File: config.mk
export PLATFORM = sky130hd
export DESIGN_NAME = ssd_queue
export DESIGN_NICKNAME = d
export VERILOG_FILES = /design/src/rtl/ssd_pkg.sv /design/src/rtl/ssd_queue.sv
export SDC_FILE = /design/constraint.sdc
export NUM_CORES = 1
export LEC_CHECK = 0
export ABC_AREA = 1
export ABC_CLOCK_PERIOD_IN_PS = 1600
export BUFFER_PORTS_ARGS = -buffer_cell sky130_fd_sc_hd__buf_4
export CORE_ASPECT_RATIO = 0.6
export CORE_MARGIN = 2
export CORE_UTILIZATION = 46
export DETAILED_ROUTE_END_ITERATION = 7
export PLACE_DENSITY_LB_ADDON = 0.25
export SYNTH_ARGS = -nofsm -noshare
export SYNTH_HDL_FRONTEND = slang
export SYNTH_SLANG_ARGS = --single-unit
File: constraint.sdc
create_clock -name clk -period 1.6 [get_ports clk]
set_input_delay 0.16 -clock clk [delete_from_list [all_inputs] [get_ports clk]]
set_output_delay 0.16 -clock clk [all_outputs]
set_load 0.02 [all_outputs]
File: src/rtl/ssd_pkg.sv
package ssd_pkg;

    localparam int MaxSamples    = 8192;
    localparam int WarmupSamples = 250;
    localparam int IdxW          = $clog2(MaxSamples);
    localparam int RunW          = IdxW + 1;
    localparam int CfgIdxW       = 3;
    localparam int CfgDataW      = 32;

    typedef enum logic [CfgIdxW-1:0] {
        REG_B0        = 3'd0,
        REG_B1        = 3'd1,
        REG_B2        = 3'd2,
        REG_A1        = 3'd3,
        REG_A2        = 3'd4,
        REG_THRESHOLD = 3'd5,
        REG_MIN_RUN   = 3'd6,
        REG_INIT      = 3'd7
    } cfg_reg_t;

    typedef struct packed {
        logic signed [15:0] accel_x;
        logic signed [15:0] accel_y;
        logic signed [15:0] accel_z;
        logic               first;
        logic               last;
    } sample_t;

    typedef struct packed {
        logic [IdxW-1:0]    sample_index;
        logic signed [15:0] filtered_level;
        logic               quiet;
        logic               in_warmup;
        logic               segment_valid;
        logic [IdxW-1:0]    segment_start;
        logic [RunW-1:0]    segment_length;
    } result_t;

    typedef struct packed {
        logic [15:0] mag;
        logic        first;
        logic        last;
    } mag_word_t;

    typedef struct packed {
        logic signed [31:0] b0;
        logic signed [31:0] b1;
        logic signed [31:0] b2;
        logic signed [31:0] a1;
        logic signed [31:0] a2;
        logic [14:0]        threshold;
        logic [RunW-1:0]    min_run;
        logic [15:0]        init_level;
    } cfg_t;

endpackage

File: src/rtl/ssd_queue.sv
module ssd_queue (
    input  logic               clk,
    input  logic               rst_n,
    input  logic               wr_valid,
    input  ssd_pkg::mag_word_t wr_word,
    output logic               wr_ready,
    output logic               rd_valid,
    output ssd_pkg::mag_word_t rd_word,
    input  logic               rd_ready
);
    import ssd_pkg::*;

    mag_word_t   mem_reg [2];
    logic        wp_reg, rp_reg;
    logic [1:0]  cnt_reg;
    logic        push, pop;

    assign wr_ready = (cnt_reg != 2'd2);
    assign rd_valid = (cnt_reg != 2'd0);
    assign rd_word  = mem_reg[rp_reg];
    assign push     = wr_valid && wr_ready;
    assign pop      = rd_valid && rd_ready;

    always_ff @(posedge clk)
    begin
        if (push)
            mem_reg[wp_reg] <= wr_word;
    end

    always_ff @(posedge clk or negedge rst_n)
    begin
        if (!rst_n)
        begin
            wp_reg  <= 1'b0;
            rp_reg  <= 1'b0;
            cnt_reg <= '0;
        end
        else
        begin
            if (push)
                wp_reg <= ~wp_reg;
            if (pop)
                rp_reg <= ~rp_reg;
            cnt_reg <= cnt_reg + {1'b0, push} - {1'b0, pop};
        end
    end
endmodule

# After elaboration in Yosys (flattened, before gate mapping)
# Memory sizes are Yosys's and may differ from the RTL's.
# Cells that the tools add are included.
dict set report classes {
  addsub 2
  n_eq_ne 1
  mux 2
  bitwise 2
  n_reduce_logical 3
}
# cell n
set ops {}
lappend ops {{2-bit by 1-bit adder with 2-bit output} 1}
lappend ops {{1-bit logical AND} 2}
lappend ops {{1-bit two-way mux} 2}
lappend ops {{2-bit inequality test, second input constant} 1}
lappend ops {{1-bit inverter} 2}
lappend ops {{2-bit nonzero test} 1}
lappend ops {{2-bit by 1-bit subtractor with 2-bit output} 1}
dict set report word_totals {
  regBits 4
  ramBits 36
  inputBits 22
  out_inout_bits 20
  wordCells 14
  n_memories 1
}
# memory depth word_bits read_ports rd_ports_with_merged_regs write_ports line_no
set memory_table {}
lappend memory_table {mem_reg 2 18 1 0 1 ssd_queue.sv:13} ;# mag_word_t mem_reg [2];

# Longest topological paths before layout
dict set report logic_depth {
  depth_word 4
  ltp_mapped 10
  mapped_depth_nobuf 10
}

# Worst setup path after synthesis
# Ideal clock, no wire load.
dict set report synth_timing {
  path_type {register to register}
  from {reg cnt_reg[1]}
  to {mem mem_reg[1][0] (netlist name) (enable)}
  setup_time_ns 0.393
  arrival_ns 1.491
  required_ns 1.207
  slack_ns -0.283
  path_stages_with_launch 4
  n_path_buf 0
  period_less_slack_ns 1.883
  path_cell_list {dfrtp_1 > nand2_1 > nand2_1 > nor2_1}
}
dict set report synth_via {
  elab_chain_cells 4
}
# element line_no
set synth_lines {}
lappend synth_lines {{from (decl)} ssd_queue.sv:15} ;# logic [1:0] cnt_reg;
lappend synth_lines {{from (signal assigned)} ssd_queue.sv:44} ;# cnt_reg <= cnt_reg + {1'b0, push} - {1'b0, pop};
lappend synth_lines {{2-bit inequality test} ssd_queue.sv:18} ;# assign wr_ready = (cnt_reg != 2'd2);
lappend synth_lines {{net wr_ready} ssd_queue.sv:6} ;# output logic wr_ready,
lappend synth_lines {{1-bit logical AND} ssd_queue.sv:21} ;# assign push = wr_valid && wr_ready;
lappend synth_lines {{1-bit two-way mux} ssd_queue.sv:26} ;# if (push)
lappend synth_lines {{1-bit two-way mux (not written as such)} ssd_queue.sv:27} ;# mem_reg[wp_reg] <= wr_word;
lappend synth_lines {{to (decl)} ssd_queue.sv:13}
# The timed path passes the listed nets, and every way through them passes these cells.

# Worst setup path after layout
dict set report layout_timing {
  from {reg cnt_reg[0]}
  to {reg cnt_reg[1]}
}
dict set report layout_via {
  elab_cells_between_ends 6
  cone_classes {2 x add/sub; 1 x eq/ne; 3 x reduce/logical}
}
# element line_no
set layout_rtl {}
lappend layout_rtl {{2-bit nonzero test} ssd_queue.sv:19} ;# assign rd_valid = (cnt_reg != 2'd0);
lappend layout_rtl {{1-bit logical AND} ssd_queue.sv:22} ;# assign pop = rd_valid && rd_ready;
lappend layout_rtl {{net pop} ssd_queue.sv:16} ;# logic push, pop;
lappend layout_rtl {{2-bit by 1-bit subtractor with 2-bit output} ssd_queue.sv:44}
# The timed path passes the listed nets, and every way through them passes these cells.
# A chain may end at the register's enable or synchronous reset.

==> flow_metrics.py <==
metrics = {
    "setup_path": {
        "crit_path_cell_trace": "inv_2, nand2_1, nand2_1, inv_1, ha_1, inv_1, ha_1, inv_1, nand2_1, nand2_1",
        "setup.worst_path.class": "register to register",
        "cpPeakStageDelay_ns": 0.41,
        "critPathMaxFanout": 3,
        "cp_slowest_cell": "dfrtp_1",
        "cp.arrival_ns": 1.69,
        "end_kind": "register",
        "crit_family": "adder cells",
        "crit_required_ns": 1.77,
        "startpoint_type": "register",
        "path_common_cell": "nand2_1",
        "cp_num_buf_inv": 4,
    },
    "pwr": {
        "fin_total_pwr_w": 0.004101,
        "p_leak_nw": 0.9507,
        "ir_drop_uv": 1025,
        "p_per_area_mw_per_mm2": 1964,
        "seqPwrFrac": 0.371,
        "share_comb_of_total_power": 0.415,
        "pwr-share-clk": 0.214,
        "p_int_w": 0.002633,
        "switching_share": 0.3579,
        "p_switching_w": 0.001468,
    },
    "final_layout": {
        "fin_nets": 202,
        "largest_reg_flops": 36,
        "drive_gt1_frac": 0.3464,
        "layout.cells.most_common": "nand2_1",
        "fin_util": 0.6439,
        "diodes": 0,
        "final_cell_mix": "nand2_1 (65), buf_4 (47), edfxtp_1 (36)",
        "area_growth_pct": 34.60,
    },
    "timing": {
        "fmax_mhz": 657.8,
        "finalSetupViolCount": 0,
        "fin_setup_tns_ns": 0,
        "drv_slew": 0,
        "final-hold-violation-count": 0,
        "tightest_slew_ns": 0.3350,
        "maxSlewHeadroom": 0.7764,
        "post-route-period-util": 0.9501,
        "min_period_ns": 1.520,
        "skew_ns": 0.005390,
    },
    "floorplan": {
        "dieArea_mm2": 0.003869,
        "die_h_um": 48.99,
        "fp-row-count": 16,
        "io_pins": 42,
        "die_width_um": 78.98,
        "core_mm2": 0.003243,
        "start_util": 0.4784,
    },
    "status": {
        "status": "finished clean",
    },
    "synthesis": {
        "synth_area_per_cell_um2": 12.41,
        "seq_area_frac_synth": 0.7613,
        "ys_ff_latch": 40,
        "synthesis.instances": 125,
        "synth_warnings": 0,
        "synth_nets": 149,
        "ys_types": 12,
        "syn_area_mm2": 0.001551,
    },
    "cts": {
        "clock-sinks": 40,
        "cts_root_buffer": "clkbuf_8",
        "cts_buffers": 5,
        "clk_pin_slew_worst_paths_ns": 0.08,
        "clockBufferDepth": 2,
        "cts_tree": "built",
        "clk_latency_ns": 0.28,
        "h-tree-depth": 2,
    },
    "detailed_routing": {
        "drtPass1Iterations": 5,
        "drt_wl_total_um": 3105,
        "num_vias": 1043,
        "via_per_inst": 4.656,
        "drc_errors": 0,
        "wl_per_cell_um": 13.86,
        "drt_iter0_drc": 39,
        "antenna_left": 0,
    },
    "placement": {
        "port_buffers": 41,
        "gp_congestion": 0.7569,
        "hpwl_um": 2159,
    },
    "global_routing": {
        "grt_start_max_net_pins": 20,
        "grt_pass1_wl_um": 4905,
        "globalRoute.totalOverflow": 0,
        "grt_usage": 0.1715,
        "first_global_vias": 1089,
        "antenna_found_initial": 0,
    },
    "min_path": {
        "hold_class": "primary input to register",
    },
    "job": {
        "maxCapViolations": 0,
    },
}
[through the flow]
step	hold WS [ns]	instances	cell area (um^2)	setup slack [ns]
final	0.05874	224	2088	0.07986
after global routing	0.04519	224	2088	-0.009928
after CTS	0.05386	222	2071	0.07811
after detailed placement	-0.03836	213	1934	0.09297
after global placement	-0.04175	213	1934	0.2654
after floorplan	-0.1356	125	1559	0.1408
[worst reg2reg max path: cells and delay by family, from the launching register on]
kind,cells,cell delay (ns)
fa+ha+maj,2,0.44
flops,1,0.41
simple gates,4,0.32
buf+inv,4,0.26
[layout make-up]
| cell class | instances | area, um^2 |
|---|---|---|
| Sequential cell | 40 | 1181 |
| Multi-Input combinational cell | 73 | 307.8 |
| Clock buffer | 7 | 96.34 |
| Tap cell | 45 | 56.30 |
| Clock inverter | 1 | 30.03 |
| Fill cell | 272 | 1155 |
| Inverter | 9 | 33.78 |
| Timing Repair Buffer | 49 | 382.9 |
[cell usage after synthesis]
| library cell | count | area [um^2] |
|---|---|---|
| buf_12 | 1 | 20.02 |
| buf_4 | 1 | 7.510 |
| buf_6 | 1 | 11.26 |
| dfrtp_1 | 4 | 100.1 |
| edfxtp_1 | 36 | 1081 |
| ha_1 | 2 | 25.02 |
| inv_1 | 8 | 30.03 |
| inv_2 | 1 | 3.750 |
| nand2_1 | 66 | 247.7 |
| nand2_2 | 1 | 6.260 |
| nand3_1 | 3 | 15.01 |
| nor2_1 | 1 | 3.750 |
[power by group through the flow]
stage	combinational, W	clock [W]	sequential [W]
CTS	0.00167	0.000890	0.00152
floorplan	0.00101	0	0.00152
global placement	0.00160	0	0.00152
detailed placement	0.00167	0	0.00154
finish	0.00170	0.000877	0.00152
global route	0.00186	0.000930	0.00154
[kinds of logic after synthesis]
family | count (synthesis) | synth area share
flip-flops | 40 | 0.7613
buffers and inverters | 12 | 0.04677
adder cells (fa/ha/maj) | 2 | 0.01613
AND/OR/NAND/NOR | 71 | 0.1758
[routing by layer]
| layer | GRT usage | vias up | share of wire |
|---|---|---|---|
| met4 | 0.06322 | 0 | 0.018 |
| met2 | 0.2825 | 37 | 0.48 |
| met3 | 0.05926 | 6 | 0.064 |
| met5 | 0 | - | 0 |
| met1 | 0.2113 | 487 | 0.43 |
| li1 | - | 513 | - |
[final timing paths]
kind / slack (ns) / endpoint / cells past startpoint / startpoint
setup / recovery: 0.08 / cnt_reg[1]$_DFF_PN0_ / 10 / cnt_reg[0]$_DFF_PN0_
hold / removal: 0.06 / mem_reg[0][15]$_DFFE_PP_ / 1 / wr_word[15]
setup reg to reg: 0.08 / cnt_reg[1]$_DFF_PN0_ / 10 / cnt_reg[0]$_DFF_PN0_
hold reg to reg: 0.48 / wp_reg$_DFFE_PN0N_ / 2 / wp_reg$_DFFE_PN0N_
max in group asynchronous: 1.28 / wp_reg$_DFFE_PN0N_ / 2 / rst_n
min in group asynchronous: 0.21 / cnt_reg[0]$_DFF_PN0_ / 2 / rst_n
[repair_timing]
item,in CTS,in global routing
resized for setup,0,3
hold endpoints to repair,4,0
hold buffers,1,0
setup buffers,0,2
endpoints found under the setup margin,0,1
Note: power is estimated with default switching activity, not from simulation.
