### config.mk
export PLATFORM = sky130hd
export DESIGN_NAME = ssd_front_flat
export DESIGN_NICKNAME = d
export VERILOG_FILES = /design/src/rtl/ssd_pkg.sv /design/src/rtl/ssd_if.sv /design/src/rtl/ssd_front.sv /design/src/flat_wrapper.sv
export SDC_FILE = /design/constraint.sdc
export NUM_CORES = 2
export LEC_CHECK = 0
export ABC_AREA = 1
export BUFFER_PORTS_ARGS = -buffer_cell sky130_fd_sc_hd__buf_2
export CAP_MARGIN = 0
export CORE_UTILIZATION = 55
export CTS_CLUSTER_DIAMETER = 150
export DETAILED_ROUTE_END_ITERATION = 8
export PLACE_DENSITY = 0.75
export SYNTH_ARGS = -nofsm -noshare
export SYNTH_HDL_FRONTEND = slang
export SYNTH_SLANG_ARGS = --single-unit
### constraint.sdc
create_clock -name clk -period 10.6 [get_ports clk]
set_clock_uncertainty 0.1 [all_clocks]
set_input_delay 1.06 -clock clk [delete_from_list [all_inputs] [get_ports clk]]
set_output_delay 1.06 -clock clk [all_outputs]
set_load 0.02 [all_outputs]
### src/rtl/ssd_pkg.sv
package ssd_pkg;

    localparam int MaxSamples    = 8192;
    localparam int WarmupSamples = 250;
    localparam int IdxW          = $clog2(MaxSamples);
    localparam int RunW          = IdxW + 1;
    localparam int CfgIdxW       = 3;
    localparam int CfgDataW      = 32;

    typedef enum logic [CfgIdxW-1:0] {
        REG_B0        = 3'd0,
        REG_B1        = 3'd1,
        REG_B2        = 3'd2,
        REG_A1        = 3'd3,
        REG_A2        = 3'd4,
        REG_THRESHOLD = 3'd5,
        REG_MIN_RUN   = 3'd6,
        REG_INIT      = 3'd7
    } cfg_reg_t;

    typedef struct packed {
        logic signed [15:0] accel_x;
        logic signed [15:0] accel_y;
        logic signed [15:0] accel_z;
        logic               first;
        logic               last;
    } sample_t;

    typedef struct packed {
        logic [IdxW-1:0]    sample_index;
        logic signed [15:0] filtered_level;
        logic               quiet;
        logic               in_warmup;
        logic               segment_valid;
        logic [IdxW-1:0]    segment_start;
        logic [RunW-1:0]    segment_length;
    } result_t;

    typedef struct packed {
        logic [15:0] mag;
        logic        first;
        logic        last;
    } mag_word_t;

    typedef struct packed {
        logic signed [31:0] b0;
        logic signed [31:0] b1;
        logic signed [31:0] b2;
        logic signed [31:0] a1;
        logic signed [31:0] a2;
        logic [14:0]        threshold;
        logic [RunW-1:0]    min_run;
        logic [15:0]        init_level;
    } cfg_t;

endpackage

### src/rtl/ssd_if.sv
interface ssd_sample_if;
    import ssd_pkg::*;
    logic    valid;
    logic    ready;
    sample_t data;
    modport source (output valid, output data, input ready);
    modport sink (input valid, input data, output ready);
endinterface


### src/rtl/ssd_front.sv
module ssd_front (
    input  logic                 clk,
    input  logic                 rst_n,
    ssd_sample_if.sink           smp,
    output logic                 mag_valid,
    output ssd_pkg::mag_word_t   mag_word,
    input  logic                 mag_ready
);
    import ssd_pkg::*;

    typedef enum logic [1:0] {F_IDLE, F_SUM, F_ROOT, F_OUT} fstate_t;

    fstate_t     state_reg;
    logic [15:0] sq_a_reg, sq_b_reg, sq_c_reg;
    logic [31:0] rem_reg;
    logic [31:0] root_reg;
    logic [31:0] bit_reg;
    logic        first_reg, last_reg;
    logic [31:0] sq_sum;
    logic [31:0] trial;

    always_comb
    begin
        sq_sum = 32'($signed(sq_a_reg) * $signed(sq_a_reg))
               + 32'($signed(sq_b_reg) * $signed(sq_b_reg))
               + 32'($signed(sq_c_reg) * $signed(sq_c_reg));
        trial  = root_reg + bit_reg;
    end

    assign smp.ready = (state_reg == F_IDLE);
    assign mag_valid = (state_reg == F_OUT);
    assign mag_word  = '{mag: root_reg[15:0], first: first_reg, last: last_reg};

    always_ff @(posedge clk or negedge rst_n)
    begin
        if (!rst_n)
        begin
            state_reg <= F_IDLE;
        end
        else
        begin
            case (state_reg)
                F_IDLE:
                begin
                    if (smp.valid)
                    begin
                        sq_a_reg  <= smp.data.accel_x;
                        sq_b_reg  <= smp.data.accel_y;
                        sq_c_reg  <= smp.data.accel_z;
                        first_reg <= smp.data.first;
                        last_reg  <= smp.data.last;
                        state_reg <= F_SUM;
                    end
                end
                F_SUM:
                begin
                    rem_reg   <= sq_sum;
                    root_reg  <= '0;
                    bit_reg   <= 32'h4000_0000;
                    state_reg <= F_ROOT;
                end
                F_ROOT:
                begin
                    if (rem_reg >= trial)
                    begin
                        rem_reg  <= rem_reg - trial;
                        root_reg <= (root_reg >> 1) + bit_reg;
                    end
                    else
                    begin
                        root_reg <= root_reg >> 1;
                    end
                    bit_reg <= bit_reg >> 2;
                    if (bit_reg[0])
                        state_reg <= F_OUT;
                end
                F_OUT:
                begin
                    if (mag_ready)
                        state_reg <= F_IDLE;
                end
                default: state_reg <= F_IDLE;
            endcase
        end
    end
endmodule

### src/flat_wrapper.sv
// flat-port wrapper written by rule: the top's interface ports become plain ports
module ssd_front_flat import ssd_pkg::*;
  (clk, rst_n, mag_valid, mag_word, mag_ready, smp_valid, smp_data, smp_ready);
  ssd_sample_if smp_i ();
  input  logic clk;
  input  logic rst_n;
  output logic mag_valid;
  output ssd_pkg::mag_word_t mag_word;
  input  logic mag_ready;
  input wire logic [$bits(smp_i.valid)-1:0] smp_valid;
  input wire logic [$bits(smp_i.data)-1:0] smp_data;
  output wire logic [$bits(smp_i.ready)-1:0] smp_ready;
  assign smp_i.valid = smp_valid;
  assign smp_i.data = smp_data;
  assign smp_ready = smp_i.ready;
  ssd_front u_core (.clk(clk), .rst_n(rst_n), .smp(smp_i), .mag_valid(mag_valid), .mag_word(mag_word), .mag_ready(mag_ready));
endmodule
**Word level (Yosys, flattened, before mapping)**

Index checks and enable logic that the tools add are counted.

- Flip-flop bits (word level): 148
- Bits of input ports: 54

- Add/subtract/negate cells: 5
- Multiply operators: 3
- Order comparisons: 1
- Equal/unequal tests: 7
- Muxes and demuxes: 9
- Reductions and logical operators: 6

Operators with widths:

| kind | count |
|---|---|
| $pmux W32 S2 | 3 |
| $add A32 B32 Y32 | 3 |
| $mul A16 B16 Y32 | 3 |
| $mux W32 | 2 |
| $add A31 B32 Y32 | 1 |
| $ge A32 B32 Y1 | 1 |
| $sub A32 B32 Y32 | 1 |
| $reduce_and A3 Y1 | 3 |
| $pmux W2 S4 | 1 |
| $mux W2 | 3 |
| $ne A2 B1 Y1 const B | 3 |
| $eq A2 B2 Y1 const B | 2 |
| $eq A2 B1 Y1 const B | 1 |
| $logic_not A2 Y1 | 1 |
| $ne A2 B2 Y1 const B | 1 |
| $reduce_and A2 Y1 | 1 |
| $reduce_bool A2 Y1 | 1 |

**Longest topological paths before layout**

- Depth after elaboration: 4
- Gate-level depth with buffers: 35
- Depth with buffers taken out: 33

**Worst setup path after synthesis**

Ideal clock, no wire load.

- Path kind: flip-flop to flip-flop
- Start point: register u_core.sq_c_reg[15]
- End point: register u_core.rem_reg[27] (data pin)
- Arrival time: 7349 ps
- Data required time: 10244 ps
- Path slack: 2896 ps
- Stages on the path, launching flop included: 30
- Path buffers: 2
- Clock period less this slack: 7704 ps
- Cell sequence: edfxtp_1 > clkbuf_1 > clkbuf_1 > nand2_1 > fa_1 > inv_1 > fa_1 > fa_1 > inv_1 > fa_1 > inv_1 > fa_1 > fa_1 > fa_1 > fa_1 > inv_1 > fa_1 > inv_1 > ha_1 > nand2_1 > nor2_1 > inv_1 > nor3_1 > nand3_1 > nand3_1 > nand3_1 > nand2_1 > a21oi_1 > o21ai_0 > nand2_1

- Cells in the longest elaborated chain, start to end: 3

RTL lines:

| element | RTL line | text |
|---|---|---|
| from (decl) | ssd_front.sv:14 | `logic [15:0] sq_a_reg, sq_b_reg, sq_c_reg;` |
| from (signal assigned) | ssd_front.sv:49 | `sq_c_reg <= smp.data.accel_z;` |
| $mul A16 B16 Y32 | ssd_front.sv:26 | `+ 32'($signed(sq_c_reg) * $signed(sq_c_reg));` |
| $add A32 B32 Y32 | ssd_front.sv:26 |  |
| $pmux W32 S2 | ssd_front.sv:42 | `case (state_reg)` |
| to (signal assigned) | ssd_front.sv:57 | `rem_reg <= sq_sum;` |
| to (signal assigned) | ssd_front.sv:66 | `rem_reg <= rem_reg - trial;` |
| to (decl) | ssd_front.sv:15 | `logic [31:0] rem_reg;` |

Every way passes these cells.
A chain may end at the register's enable or synchronous reset.

**Worst setup path in the final report**

- Start point: register u_core.sq_b_reg[15]
- End point: register u_core.rem_reg[21] (data pin)

- Cells in the longest elaborated chain, start to end: 4

RTL lines:

| element | RTL line | text |
|---|---|---|
| from (decl) | ssd_front.sv:14 |  |
| from (signal assigned) | ssd_front.sv:48 | `sq_b_reg <= smp.data.accel_y;` |
| $mul A16 B16 Y32 | ssd_front.sv:25 | `+ 32'($signed(sq_b_reg) * $signed(sq_b_reg))` |
| $add A32 B32 Y32 | ssd_front.sv:25 |  |
| $add A32 B32 Y32 | ssd_front.sv:26 |  |
| $pmux W32 S2 | ssd_front.sv:42 |  |

Every way passes these cells.

==> impl_metrics.env <==
export IMPL_status="finished, violations left"
export IMPL_violations="design-rule violations"
export IMPL_tns_ps=0
export IMPL_critPathSlowestCell="edfxtp_1"
export IMPL_synth_distinct_cells=58
export IMPL_routed_wl_um=88000
export IMPL_synth_edff_count=130
export IMPL_worstPathMaxFanout=24
export IMPL_multi_input_area_um2=27100
export IMPL_post_route_period_util_pct=83.0
export IMPL_syn_avg_cell_area_um2=8.58
export IMPL_drt_iter0_drc=1851
export IMPL_root_buffer="clkbuf_16"
export IMPL_fmax_mhz=114
export IMPL_grt_pass1_vias=28322
export IMPL_hold_violations=0
export IMPL_synthFlopType="edfxtp_1"
export IMPL_worstPathCellList="nand2_1, inv_1, fa_1, fa_1, inv_1, fa_1, inv_1, fa_1, fa_1, fa_1, fa_1, fa_1, inv_1, fa_1, inv_1, ha_1, a21oi_1, a21boi_0, o21ai_0, a21oi_1, o21bai_1, o21ai_0, nand2_1"
export IMPL_arrival_ps=8940
export IMPL_start_util_pct=55.9
export IMPL_insertion_delay_ps=510
export IMPL_core_um2=66000
export IMPL_setup_viol=0
export IMPL_ys_seq_area_share_pct=10.7
export IMPL_cts_buffer_depth=2
export IMPL_wl_met2_um=42700
export IMPL_dp_hpwl_um=76600
export IMPL_cts_max_level=4
export IMPL_pin_count=74
export IMPL_vias=26193
export IMPL_max_cap_violations=0
export IMPL_areaGrowthSynthToFinish_pct=4.39
export IMPL_final_util_pct=58.3
export IMPL_port_buffers=73
export IMPL_synthCells=4293
export IMPL_antenna_found_initial=1
export IMPL_cts_resized_gates=0
export IMPL_clkSinkCount=132
export IMPL_rsz0062_at_grt="no"
export IMPL_cts_tree="done"
export IMPL_crit_path_start_kind="flop"
export IMPL_postSynthNetCount=5441
export IMPL_clk_pin_slew_ps=70
export IMPL_min_period_ps=8800
export IMPL_die_h_um=261
export IMPL_num_rows=94
export IMPL_yosys_warnings=0
export IMPL_die_w_um=261
export IMPL_grt_max_degree=79
export IMPL_grt_overflow=0
export IMPL_met1_length_um=37300
export IMPL_grt_pass1_wl_um=145000
export IMPL_synth_area_leaders="fa_1 (44%), inv_1 (14%), edfxtp_1 (11%)"
export IMPL_vias_per_cell=5.09
export IMPL_routed_top_layer="met4"
export IMPL_yosys_register_bits=132
export IMPL_synth_area_um2=36900
export IMPL_yosys_area_top_type="fa_1"
export IMPL_path_class="reg -> reg"
export IMPL_nFillCells=5777
export IMPL_hold_path_class="in -> async"
export IMPL_grtUsageTotal_pct=27.7
export IMPL_wl_met3_um=5110
export IMPL_yosysMostFrequentCell="inv_1"
export IMPL_ff_latch_area_um2=3950
export IMPL_numCtsBuffers=17
export IMPL_dr_pass1_iters=8
export IMPL_max_stage_delay_ps=930
export IMPL_wire_per_inst_um=17.1
export IMPL_worst_slew_pin_slew_ps=1130
export IMPL_required_ps=10750
export IMPL_layout_drive_gt1_share_pct=4.04
export IMPL_synth_async_reset_ratio_pct=1.52
export IMPL_relSlewSlack_pct=24.5
export IMPL_place_gp_congestion=0.982
export IMPL_ys_top_cells_by_count="inv_1 (1394), fa_1 (819), nand2_1 (768)"
export IMPL_ant_nets=0
export IMPL_cts_hold_buf=0
export IMPL_drc=1
export IMPL_post_cts_buffers=0
export IMPL_num_nets_final=5417
export IMPL_crit_path_frequent_cell="fa_1"
export IMPL_die_area_um2=68000
export IMPL_slew_violations=0
export IMPL_crit_path_end_kind="flop"
export IMPL_diodes=0
export IMPL_synth_top_area_share_pct=44.5
==> worst paths after layout <==
| path | start | end | slack (ps) | depth (start not counted) |
|---|---|---|---|---|
| hold reg to reg | u_core.bit_reg[8]$_SDFFCE_PN0P_ | u_core.bit_reg[6]$_SDFFCE_PN0P_ | 490 | 2 |
| setup reg to reg | u_core.sq_b_reg[15]$_DFFE_PP_ | u_core.rem_reg[21]$_DFFE_PP_ | 1800 | 23 |
| min in group clk | u_core.bit_reg[8]$_SDFFCE_PN0P_ | u_core.bit_reg[6]$_SDFFCE_PN0P_ | 490 | 2 |
| hold / removal | rst_n | u_core.state_reg[0]$_DFFE_PN0P_ | 250 | 1 |
| setup / recovery | u_core.sq_b_reg[15]$_DFFE_PP_ | u_core.rem_reg[21]$_DFFE_PP_ | 1800 | 23 |
| max in group asynchronous | rst_n | u_core.state_reg[1]$_DFFE_PN0P_ | 10040 | 1 |
==> kinds of logic (layout without fill, tap and decap cells) <==
group | Yosys count | in the layout | share of synthesized area, %
adders and majority gates | 1094 | 1094 | 53.8
other | 1 | 1 | 0.0102
xor gates and xnor gates | 82 | 82 | 1.95
buffers and inverters | 1534 | 1523 | 15.9
muxes | 1 | 1 | 0.0306
and+or+nand+nor | 1104 | 1104 | 12.2
DFF | 132 | 132 | 10.7
AOI/OAI and AO/OA | 345 | 345 | 5.35
==> cell usage in the layout, fill, tap and decap left out, drive strengths merged, types with 31 or more instances in the layout <==
| cell type | instances |
|---|---|
| nand3 | 91 |
| fa | 819 |
| nor2 | 158 |
| xor2 | 36 |
| nand2 | 772 |
| ha | 275 |
| nor3 | 31 |
| xnor2 | 46 |
| o21ai | 138 |
| edfxtp | 130 |
| buf | 88 |
| a21oi | 136 |
| inv | 1411 |
==> per-layer routing <==
metal	GRT usage, %	vias to the layer above
met2	46.8	737
met3	3.73	164
met5	0	-
li1	-	12355
met1	36.5	12937
met4	9.75	0
==> final cells by class <==
type,instances,share of cell area (%)
timing repair buffer,88,1.24
inverter,1403,13.7
tap,864,2.81
clock inverter,15,0.537
clock buffer,17,1.11
sequential,132,10.3
multi-input combinational,2627,70.3
==> per-stage QoR <==
stage,cell area [µm²],setup slack [ps],hold WS [ps],instances
after global routing,38500,1300,241,5146
after floorplan,36900,2900,439,4293
after global placement,37800,1770,465,5114
after CTS,38500,1820,219,5146
after detailed placement,37800,1810,481,5114
final,38500,1800,248,5146
==> critical path, delay by kind of cell (launching register included) <==
| family | cells | cell delay, ps |
|---|---|---|
| and+or+nand+nor | 2 | 450 |
| DFF | 1 | 930 |
| adders and majority gates | 10 | 4860 |
| buffers and inverters | 5 | 780 |
| AOI/OAI and AO/OA | 6 | 1410 |
Power is not shown: default switching activity piles up to over one toggle a cycle in this logic, so the estimate is an artifact.
