<file path="config.mk">
export PLATFORM = sky130hd
export DESIGN_NAME = ssd_back_flat
export DESIGN_NICKNAME = d
export VERILOG_FILES = /design/src/rtl/ssd_pkg.sv /design/src/rtl/ssd_if.sv /design/src/rtl/ssd_back.sv /design/src/flat_wrapper.sv
export SDC_FILE = /design/constraint.sdc
export NUM_CORES = 2
export LEC_CHECK = 0
export BUFFER_PORTS_ARGS = -buffer_cell sky130_fd_sc_hd__buf_4
export CAP_MARGIN = 30
export CORE_MARGIN = 2
export CORE_UTILIZATION = 30
export DETAILED_ROUTE_END_ITERATION = 6
export PLACE_DENSITY_LB_ADDON = 0.12
export SETUP_SLACK_MARGIN = 0.1
export SLEW_MARGIN = 5
export SYNTH_ARGS = -nofsm -noshare
export SYNTH_HDL_FRONTEND = slang
export SYNTH_SLANG_ARGS = --single-unit
export TNS_END_PERCENT = 50
</file>
<file path="constraint.sdc">
create_clock -name clk -period 14.3 [get_ports clk]
set_input_delay 2.145 -clock clk [delete_from_list [all_inputs] [get_ports clk]]
set_output_delay 2.145 -clock clk [all_outputs]
set_load 0.01 [all_outputs]
</file>
<file path="src/rtl/ssd_pkg.sv">
package ssd_pkg;

    localparam int MaxSamples    = 8192;
    localparam int WarmupSamples = 250;
    localparam int IdxW          = $clog2(MaxSamples);
    localparam int RunW          = IdxW + 1;
    localparam int CfgIdxW       = 3;
    localparam int CfgDataW      = 32;

    typedef enum logic [CfgIdxW-1:0] {
        REG_B0        = 3'd0,
        REG_B1        = 3'd1,
        REG_B2        = 3'd2,
        REG_A1        = 3'd3,
        REG_A2        = 3'd4,
        REG_THRESHOLD = 3'd5,
        REG_MIN_RUN   = 3'd6,
        REG_INIT      = 3'd7
    } cfg_reg_t;

    typedef struct packed {
        logic signed [15:0] accel_x;
        logic signed [15:0] accel_y;
        logic signed [15:0] accel_z;
        logic               first;
        logic               last;
    } sample_t;

    typedef struct packed {
        logic [IdxW-1:0]    sample_index;
        logic signed [15:0] filtered_level;
        logic               quiet;
        logic               in_warmup;
        logic               segment_valid;
        logic [IdxW-1:0]    segment_start;
        logic [RunW-1:0]    segment_length;
    } result_t;

    typedef struct packed {
        logic [15:0] mag;
        logic        first;
        logic        last;
    } mag_word_t;

    typedef struct packed {
        logic signed [31:0] b0;
        logic signed [31:0] b1;
        logic signed [31:0] b2;
        logic signed [31:0] a1;
        logic signed [31:0] a2;
        logic [14:0]        threshold;
        logic [RunW-1:0]    min_run;
        logic [15:0]        init_level;
    } cfg_t;

endpackage

</file>
<file path="src/rtl/ssd_if.sv">


interface ssd_result_if;
    import ssd_pkg::*;
    logic    valid;
    logic    ready;
    result_t data;
    modport source (output valid, output data, input ready);
    modport sink (input valid, input data, output ready);
endinterface

</file>
<file path="src/rtl/ssd_back.sv">
module ssd_back (
    input  logic               clk,
    input  logic               rst_n,
    input  ssd_pkg::cfg_t      cfg,
    input  logic               mag_valid,
    input  ssd_pkg::mag_word_t mag_word,
    output logic               mag_ready,
    ssd_result_if.source       res
);
    import ssd_pkg::*;

    typedef enum logic [2:0] {B_IDLE, B_MAC, B_SUM, B_LVL, B_RUN, B_OUT} bstate_t;

    localparam logic [IdxW-1:0] IdxMax = IdxW'(MaxSamples - 1);
    localparam logic [RunW-1:0] RunMax = RunW'(MaxSamples);

    bstate_t            state_reg;
    logic [2:0]         tap_reg;
    logic [15:0]        mag_reg, in1_reg, in2_reg;
    logic signed [31:0] out1_reg, out2_reg;
    logic signed [63:0] acc_reg;
    logic signed [63:0] prod_reg;
    logic signed [31:0] ynew_reg;
    logic signed [15:0] lvl_reg;
    logic               last_reg;
    logic [IdxW-1:0]    idx_reg, cnt_idx_reg, begin_reg;
    logic [RunW-1:0]    run_reg;
    result_t            out_reg;

    logic signed [31:0] coef;
    logic signed [32:0] opnd;
    logic               fb_tap;
    logic signed [64:0] mult;
    logic signed [63:0] rnd;
    logic signed [63:0] ysh;
    logic signed [31:0] ysat;
    logic signed [32:0] lsh;
    logic signed [15:0] lsat;
    logic [15:0]        alvl;
    logic               quiet;
    logic [RunW-1:0]    run_inc;
    logic [IdxW-1:0]    begin_new;
    logic               flush;
    logic               seg_ok;
    logic [RunW-1:0]    min_eff;

    always_comb
    begin
        fb_tap = 1'b0;
        case (tap_reg)
            3'd0:
            begin
                coef = cfg.b0;
                opnd = {17'd0, mag_reg};
            end
            3'd1:
            begin
                coef = cfg.b1;
                opnd = {17'd0, in1_reg};
            end
            3'd2:
            begin
                coef = cfg.b2;
                opnd = {17'd0, in2_reg};
            end
            3'd3:
            begin
                coef   = cfg.a1;
                opnd   = {out1_reg[31], out1_reg};
                fb_tap = 1'b1;
            end
            default:
            begin
                coef   = cfg.a2;
                opnd   = {out2_reg[31], out2_reg};
                fb_tap = 1'b1;
            end
        endcase
        mult = 65'(coef * opnd);

        rnd  = acc_reg + 64'sd2097152;
        ysh  = rnd >>> 22;
        if (ysh > 64'sd2147483647)
            ysat = 32'h7FFF_FFFF;
        else if (ysh < -64'sd2147483648)
            ysat = 32'h8000_0000;
        else
            ysat = ysh[31:0];

        lsh = ($signed({ynew_reg[31], ynew_reg}) + 33'sd128) >>> 8;
        if (lsh > 33'sd32767)
            lsat = 16'sh7FFF;
        else if (lsh < -33'sd32768)
            lsat = 16'sh8000;
        else
            lsat = lsh[15:0];

        alvl  = lvl_reg[15] ? 16'(-lvl_reg) : 16'(lvl_reg);
        quiet = alvl < {1'b0, cfg.threshold};

        begin_new = begin_reg;
        run_inc   = run_reg;
        if (quiet)
        begin
            if (run_reg == '0)
                begin_new = idx_reg;
            if (run_reg < RunMax)
                run_inc = run_reg + 1'b1;
        end
        flush   = !quiet || last_reg;
        min_eff = (cfg.min_run == '0) ? RunW'(1) : cfg.min_run;
        seg_ok  = flush && (run_inc != '0) && (run_inc >= min_eff);
    end

    assign mag_ready = (state_reg == B_IDLE);
    assign res.valid = (state_reg == B_OUT) && (tap_reg != 3'd7);
    assign res.data  = out_reg;

    always_ff @(posedge clk or negedge rst_n)
    begin
        if (!rst_n)
        begin
            state_reg   <= B_IDLE;
            tap_reg     <= '0;
            in1_reg     <= 16'd4096;
            in2_reg     <= 16'd4096;
            out1_reg    <= '0;
            out2_reg    <= '0;
            cnt_idx_reg <= '0;
            run_reg     <= '0;
            begin_reg   <= '0;
        end
        else
        begin
            case (state_reg)
                B_IDLE:
                begin
                    if (mag_valid)
                    begin
                        mag_reg  <= mag_word.mag;
                        last_reg <= mag_word.last;
                        acc_reg  <= '0;
                        tap_reg  <= '0;
                        if (mag_word.first)
                        begin
                            in1_reg   <= cfg.init_level;
                            in2_reg   <= cfg.init_level;
                            out1_reg  <= '0;
                            out2_reg  <= '0;
                            idx_reg   <= '0;
                            run_reg   <= '0;
                            begin_reg <= '0;
                        end
                        else
                        begin
                            idx_reg <= cnt_idx_reg;
                        end
                        state_reg <= B_MAC;
                    end
                end
                B_MAC:
                begin
                    prod_reg <= fb_tap ? 64'(mult >>> 8) : 64'(mult);
                    if (tap_reg != 3'd0)
                        acc_reg <= acc_reg + prod_reg;
                    tap_reg <= tap_reg + 1'b1;
                    if (tap_reg == 3'd4)
                        state_reg <= B_SUM;
                end
                B_SUM:
                begin
                    acc_reg   <= acc_reg + prod_reg;
                    state_reg <= B_LVL;
                end
                B_LVL:
                begin
                    ynew_reg  <= ysat;
                    in2_reg   <= in1_reg;
                    in1_reg   <= mag_reg;
                    out2_reg  <= out1_reg;
                    out1_reg  <= ysat;
                    state_reg <= B_RUN;
                end
                B_RUN:
                begin
                    lvl_reg   <= lsat;
                    state_reg <= B_OUT;
                    tap_reg   <= 3'd7;
                end
                B_OUT:
                begin
                    if (tap_reg == 3'd7)
                    begin
                        out_reg.sample_index   <= idx_reg;
                        out_reg.filtered_level <= lvl_reg;
                        out_reg.quiet          <= quiet;
                        out_reg.in_warmup      <= ({3'd0, idx_reg} < 16'(WarmupSamples));
                        out_reg.segment_valid  <= seg_ok;
                        out_reg.segment_start  <= seg_ok ? begin_new : '0;
                        out_reg.segment_length <= seg_ok ? run_inc : '0;
                        begin_reg <= begin_new;
                        run_reg   <= (flush) ? '0 : run_inc;
                        if (last_reg)
                            cnt_idx_reg <= '0;
                        else if (idx_reg < IdxMax)
                            cnt_idx_reg <= idx_reg + 1'b1;
                        else
                            cnt_idx_reg <= idx_reg;
                        tap_reg <= '0;
                    end
                    else if (res.ready)
                    begin
                        state_reg <= B_IDLE;
                    end
                end
                default: state_reg <= B_IDLE;
            endcase
        end
    end
endmodule

</file>
<file path="src/flat_wrapper.sv">
// flat-port wrapper written by rule: the top's interface ports become plain ports
module ssd_back_flat import ssd_pkg::*;
  (clk, rst_n, cfg, mag_valid, mag_word, mag_ready, res_valid, res_data, res_ready);
  ssd_result_if res_i ();
  input  logic clk;
  input  logic rst_n;
  input  ssd_pkg::cfg_t cfg;
  input  logic mag_valid;
  input  ssd_pkg::mag_word_t mag_word;
  output logic mag_ready;
  output wire logic [$bits(res_i.valid)-1:0] res_valid;
  output wire logic [$bits(res_i.data)-1:0] res_data;
  input wire logic [$bits(res_i.ready)-1:0] res_ready;
  assign res_valid = res_i.valid;
  assign res_data = res_i.data;
  assign res_i.ready = res_ready;
  ssd_back u_core (.clk(clk), .rst_n(rst_n), .cfg(cfg), .mag_valid(mag_valid), .mag_word(mag_word), .mag_ready(mag_ready), .res(res_i));
endmodule
</file>
==> Yosys cells after proc, flatten, opt, wreduce, memory -nomap -nowiden <==
Index checks and enable logic that the tools add are counted.
{ "classes": {"addsub": 7, "multipliers": 1, "n_lt_le_gt_ge": 9, "n_eq_ne": 18, "muxes": 42, "reduce_logical": 27} }
{ "op_table": {"columns": ["cell", "n"], "rows": [
  ["$mux W64", 3],
  ["$pmux W64 S3", 1],
  ["$pmux W33 S4", 1],
  ["$mux W32", 4],
  ["$pmux W32 S2", 2],
  ["$pmux W32 S4", 1],
  ["$mux W14", 7],
  ["$mux W13", 7],
  ["$mul A32 B33 Y65", 1],
  ["$add A64 B23 Y64 const B", 1],
  ["$add A64 B64 Y64", 1],
  ["$mux W16", 4],
  ["$pmux W16 S2", 2],
  ["$gt A42 B32 Y1 const B", 1],
  ["$lt A42 B32 Y1 const B", 1],
  ["$add A32 B9 Y33 const B", 1],
  ["$logic_not A14 Y1", 2],
  ["$pmux W14 S2", 1],
  ["$pmux W13 S2", 1],
  ["$gt A25 B16 Y1 const B", 1],
  ["$lt A25 B16 Y1 const B", 1],
  ["$mux W3", 6],
  ["$pmux W3 S6", 1],
  ["$lt A16 B15 Y1", 1],
  ["other kinds (27)", 52]
]} }
{ "word_totals": {"register_bits": 407, "in_bits": 227, "out_inout_bits": 61, "wordCells": 127} }

==> Longest topological paths before layout <==
{ "depth": {"depth_word": 8, "depth_mapped": 39, "depth_no_buf": 34} }

==> Worst setup path before layout <==
No wires, ideal clock.
{ "synth_timing": {"path_kind": "input-to-reg", "startpoint": "input cfg[180] (netlist name)", "endpoint": "register u_core.prod_reg[61] (data pin)", "setup_time_ps": 282, "arrival_ps": 10355, "required_ps": 14018, "slack_ps": 3663, "path_stages": 29, "n_path_buf": 2, "cell_sequence": "a22o_1 -> a21oi_1 -> o21ai_0 -> a21oi_1 -> clkbuf_1 -> nor2_1 -> fa_1 -> inv_1 -> fa_1 -> inv_1 -> fa_1 -> inv_1 -> fa_1 -> inv_1 -> fa_1 -> fa_1 -> fa_1 -> fa_1 -> ha_1 -> clkbuf_1 -> a21oi_1 -> o21ai_0 -> nor2_1 -> nand4_1 -> a21oi_1 -> o21ai_0 -> a311oi_1 -> mux2i_1 -> o211ai_1"} }
{ "synth_between": {"elab_chain_len": 3} }
{ "synth_rtl": {"columns": ["item", "line", "rtl"], "rows": [
  ["from (decl)", "flat_wrapper.sv:7", "input ssd_pkg::cfg_t cfg;"],
  ["$pmux W32 S4", "ssd_back.sv:50", "case (tap_reg)"],
  ["$mul A32 B33 Y65", "ssd_back.sv:79", "mult = 65'(coef * opnd);"],
  ["$mux W64", "ssd_back.sv:163", "prod_reg <= fb_tap ? 64'(mult >>> 8) : 64'(mult);"],
  ["to (signal assigned)", "ssd_back.sv:163", null],
  ["to (decl)", "ssd_back.sv:22", "logic signed [63:0] prod_reg;"]
]} }
Every way passes these cells.
A chain may end at the register's enable or synchronous reset.

==> Worst setup path in the final report <==
{ "layout_timing": {"startpoint": "register u_core.tap_reg[0]", "endpoint": "register u_core.prod_reg[56] (data pin)"} }
{ "layout_between": {"elab_chain_len": 4, "word_cells_on_any_way": 9, "cone_classes": "mul: 1; eq/ne: 3; mux: 3; reduce/logical: 2"} }
{ "layout_rtl": {"columns": ["item", "line", "rtl"], "rows": [
  ["from (decl)", "ssd_back.sv:18", "logic [2:0] tap_reg;"],
  ["from (signal assigned)", "ssd_back.sv:166", "tap_reg <= tap_reg + 1'b1;"],
  ["$eq A3 B2 Y1 (tied with other cells)", "ssd_back.sv:50", null],
  ["$pmux W32 S4 / $pmux W33 S4 (equally long branches)", "ssd_back.sv:50", null],
  ["$mul A32 B33 Y65", "ssd_back.sv:79", null],
  ["$mux W64 (*)", "ssd_back.sv:163", null]
]} }
Every way passes the cells marked *; elsewhere a longest branch is shown, timed or not.

==> reports/metrics.cfg <==
[detailed_routing]
drtIter0Drc = 3012
viasPerCell = 4.93
wire_per_inst_um = 23.0
drc_errors = 0
antenna_left = 0
drtPass1Iterations = 6
finalWirelength_um = 219000
num_vias = 47000

[die]
core_sq_mm = 0.201
initial_core_util = 0.301
die_x_um = 454
die_y_um = 454
io_pins = 288
die-area_sq_mm = 0.206
std_cell_rows = 165

[timing]
period_needed_ns = 11.92
maxSlewViolCount = 0
slew_headroom = 0.290
setup-tns-final_ns = 0
finalHoldViolations = 0
rsz0062_at_grt = no
skew_ns = 0.0544
clock.fmax_mhz = 83.9
tightest_slew_ns = 1.04
setup_viol = 0
post-route-period-util = 0.834

[yosys]
ys_ff_latch = 400
yosysSeqAreaShare = 0.186
synth_cells = 6668
synth_area_sq_mm = 0.0606
synthArstFlopShare = 0.355
synth_edf_count = 258
ys.warnings.count = 0
synthDistinctLibCells = 98
ys.flop_type = edfxtp_1
avgSynthCellArea_sq_um = 9.09
synth_nets = 8274

[clock_network]
post_cts_resize_count = 0
clk_pin_slew_ns = 0.06
cts_made_buffers = 48
clock_latency_ns = 0.68
cts_max_path_buffers = 3
cts_hold_buf = 0
cts_tree = yes
clock-root-buffer = clkbuf_16
htree_levels = 2
cts_setup_buffers = 0
clock_sinks = 400

[worst_setup_path]
cp-end-kind = flip-flop
crit_arrival_ns = 12.31
cp.required_ns = 14.69
cp_slowest_cell = fa_1
max_stage_delay_ns = 1.08
crit_end = u_core.prod_reg[56]
crit_top_cell = fa_1
reg2reg_to = u_core.prod_reg[56]
reg2reg_depth = 32
critPathLaunchType = flip-flop
startpoint = u_core.tap_reg[0]
worstReg2RegStart = u_core.tap_reg[0]
path_max_fanout = 71
rrSetupSlack_ns = 2.38
critical_path_class = reg2reg

[min_path]
hp-class = reg2reg

[final_layout]
design_area_sq_mm = 0.0679
area_growth_pct = 12.0
drive_gt1_frac = 0.0908
nets = 8416

[job]
maxCapViolations = 0

[global_route]
grt_pass1_wl_um = 327000
track_usage = 0.213
grt_pass1_vias = 49500
grt_max_degree = 81
antenna_found_initial = 15
gr-total-overflow = 0

[place]
io_buffer_count = 287
dpl.hpwl_um = 182000
routabilityCongestion = 0.898
placed_area_sq_mm = 0.0663

[run_status]
status = finished, final reports clean

-- routing by layer --
metal	routed length, um	part of all wire	global-route usage
met2	109000	0.50	0.372
met5	13	0.000059	0
met4	5840	0.027	0.0559
met1	95300	0.43	0.283
met3	8720	0.040	0.0174
-- worst min-delay path by stage --
stage                            from                endpoint  slack [ns]  cells after the start
4_1_cts        u_core.cnt_idx_reg[10]  u_core.cnt_idx_reg[10]        0.47                      1
6_report       u_core.cnt_idx_reg[10]  u_core.cnt_idx_reg[10]        0.47                      1
3_3_place_gp   u_core.cnt_idx_reg[10]  u_core.cnt_idx_reg[10]        0.45                      1
5_1_grt        u_core.cnt_idx_reg[10]  u_core.cnt_idx_reg[10]        0.47                      1
2_1_floorplan      u_core.idx_reg[10]     u_core.res.data[56]        0.42                      0
3_5_place_dp   u_core.cnt_idx_reg[10]  u_core.cnt_idx_reg[10]        0.46                      1
-- critical path: cells and delay by family (launching register included) --
| kind | cells | cell delay, ns |
|---|---|---|
| AOI/OAI and AO/OA | 7 | 2.31 |
| adders and majority gates | 10 | 5.21 |
| buffers and inverters | 8 | 1.89 |
| DFF | 1 | 0.39 |
| muxes | 1 | 0.57 |
| and+or+nand+nor | 6 | 1.14 |
-- final cells by class --
cell class,instances,area [sq um]
Clock buffer,57,1250
Inverter,1161,4360
Fill cell,21000,134000
Sequential cell,400,11300
Tap cell,2672,3340
Timing Repair Buffer,438,3400
Antenna cell,5,12.5
Clock inverter,33,287
Multi-Input combinational cell,4761,43900
-- logic make-up (layout without fill, tap and decap cells) --
| family | after synthesis | count (layout) | share of synthesized area |
|---|---|---|---|
| muxes | 56 | 56 | 0.00937 |
| buffers and inverters | 1507 | 1689 | 0.0940 |
| AOI/OAI and AO/OA | 1043 | 1043 | 0.110 |
| other | 0 | 5 | 0 |
| adders and majority gates | 1379 | 1379 | 0.420 |
| DFF | 400 | 400 | 0.186 |
| xor gates and xnor gates | 199 | 199 | 0.0287 |
| and+or+nand+nor | 2084 | 2084 | 0.152 |
-- stage by stage --
stage	cells	util	setup slack, ns	hold WS (ns)
2_1_floorplan	6668	-	3.66	0.424
3_3_place_gp	9421	0.328	2.01	0.452
3_5_place_dp	9427	0.329	1.94	0.457
4_1_cts	9517	0.337	2.29	0.472
5_1_grt	9523	0.337	1.71	0.473
6_report	9527	0.337	2.38	0.467
-- cell usage after synthesis (10+ instances only) --
| master | n | share of area |
|---|---|---|
| a21oi_1 | 265 | 0.022 |
| a21o_1 | 81 | 0.010 |
| xor2_1 | 86 | 0.012 |
| o21ai_0 | 251 | 0.021 |
| ha_1 | 288 | 0.059 |
| xnor2_1 | 113 | 0.016 |
| inv_1 | 1158 | 0.072 |
| nor3_1 | 61 | 0.0050 |
| nand2_1 | 815 | 0.050 |
| a211oi_1 | 22 | 0.0027 |
| a22o_1 | 104 | 0.015 |
| o31a_1 | 10 | 0.0014 |
| or2_2 | 16 | 0.0017 |
| dfrtp_1 | 140 | 0.058 |
| fa_1 | 1091 | 0.36 |
| o21ai_1 | 46 | 0.0038 |
| nor2_1 | 748 | 0.046 |
| a21boi_0 | 12 | 0.0015 |
| edfxtp_1 | 258 | 0.13 |
| nor2b_1 | 52 | 0.0054 |
| and2_1 | 50 | 0.0052 |
| and3_1 | 43 | 0.0044 |
| and4_1 | 17 | 0.0025 |
| clkbuf_1 | 302 | 0.019 |
| nor4_1 | 16 | 0.0017 |
| a22oi_1 | 23 | 0.0028 |
| o31ai_1 | 22 | 0.0027 |
| mux2i_1 | 50 | 0.0083 |
| a31oi_1 | 21 | 0.0022 |
| buf_1 | 29 | 0.0018 |
| nand3_1 | 71 | 0.0059 |
| o21bai_1 | 27 | 0.0033 |
| nand2b_1 | 71 | 0.0073 |
| o21a_1 | 53 | 0.0066 |
| or3_1 | 13 | 0.0013 |
| nand4_1 | 62 | 0.0064 |
| buf_2 | 10 | 0.00083 |
| o211ai_1 | 21 | 0.0026 |
-- cells in the final DEF, fill, tap and decap left out, drive strengths merged, types with 52 or more instances in the layout --
master  count
nor2      749
nor3       70
edfxtp    258
nand2     816
a21oi     267
a21o       81
fa       1091
nand4      63
ha        288
xor2       86
o21ai     299
xnor2     113
buf       437
nor2b      52
and2       52
inv      1162
dfrtp     140
o21a       53
nand2b     71
clkbuf     57
a22o      104
nand3      71
Power is not shown: default switching activity piles up to over one toggle a cycle in this logic, so the estimate is an artifact.
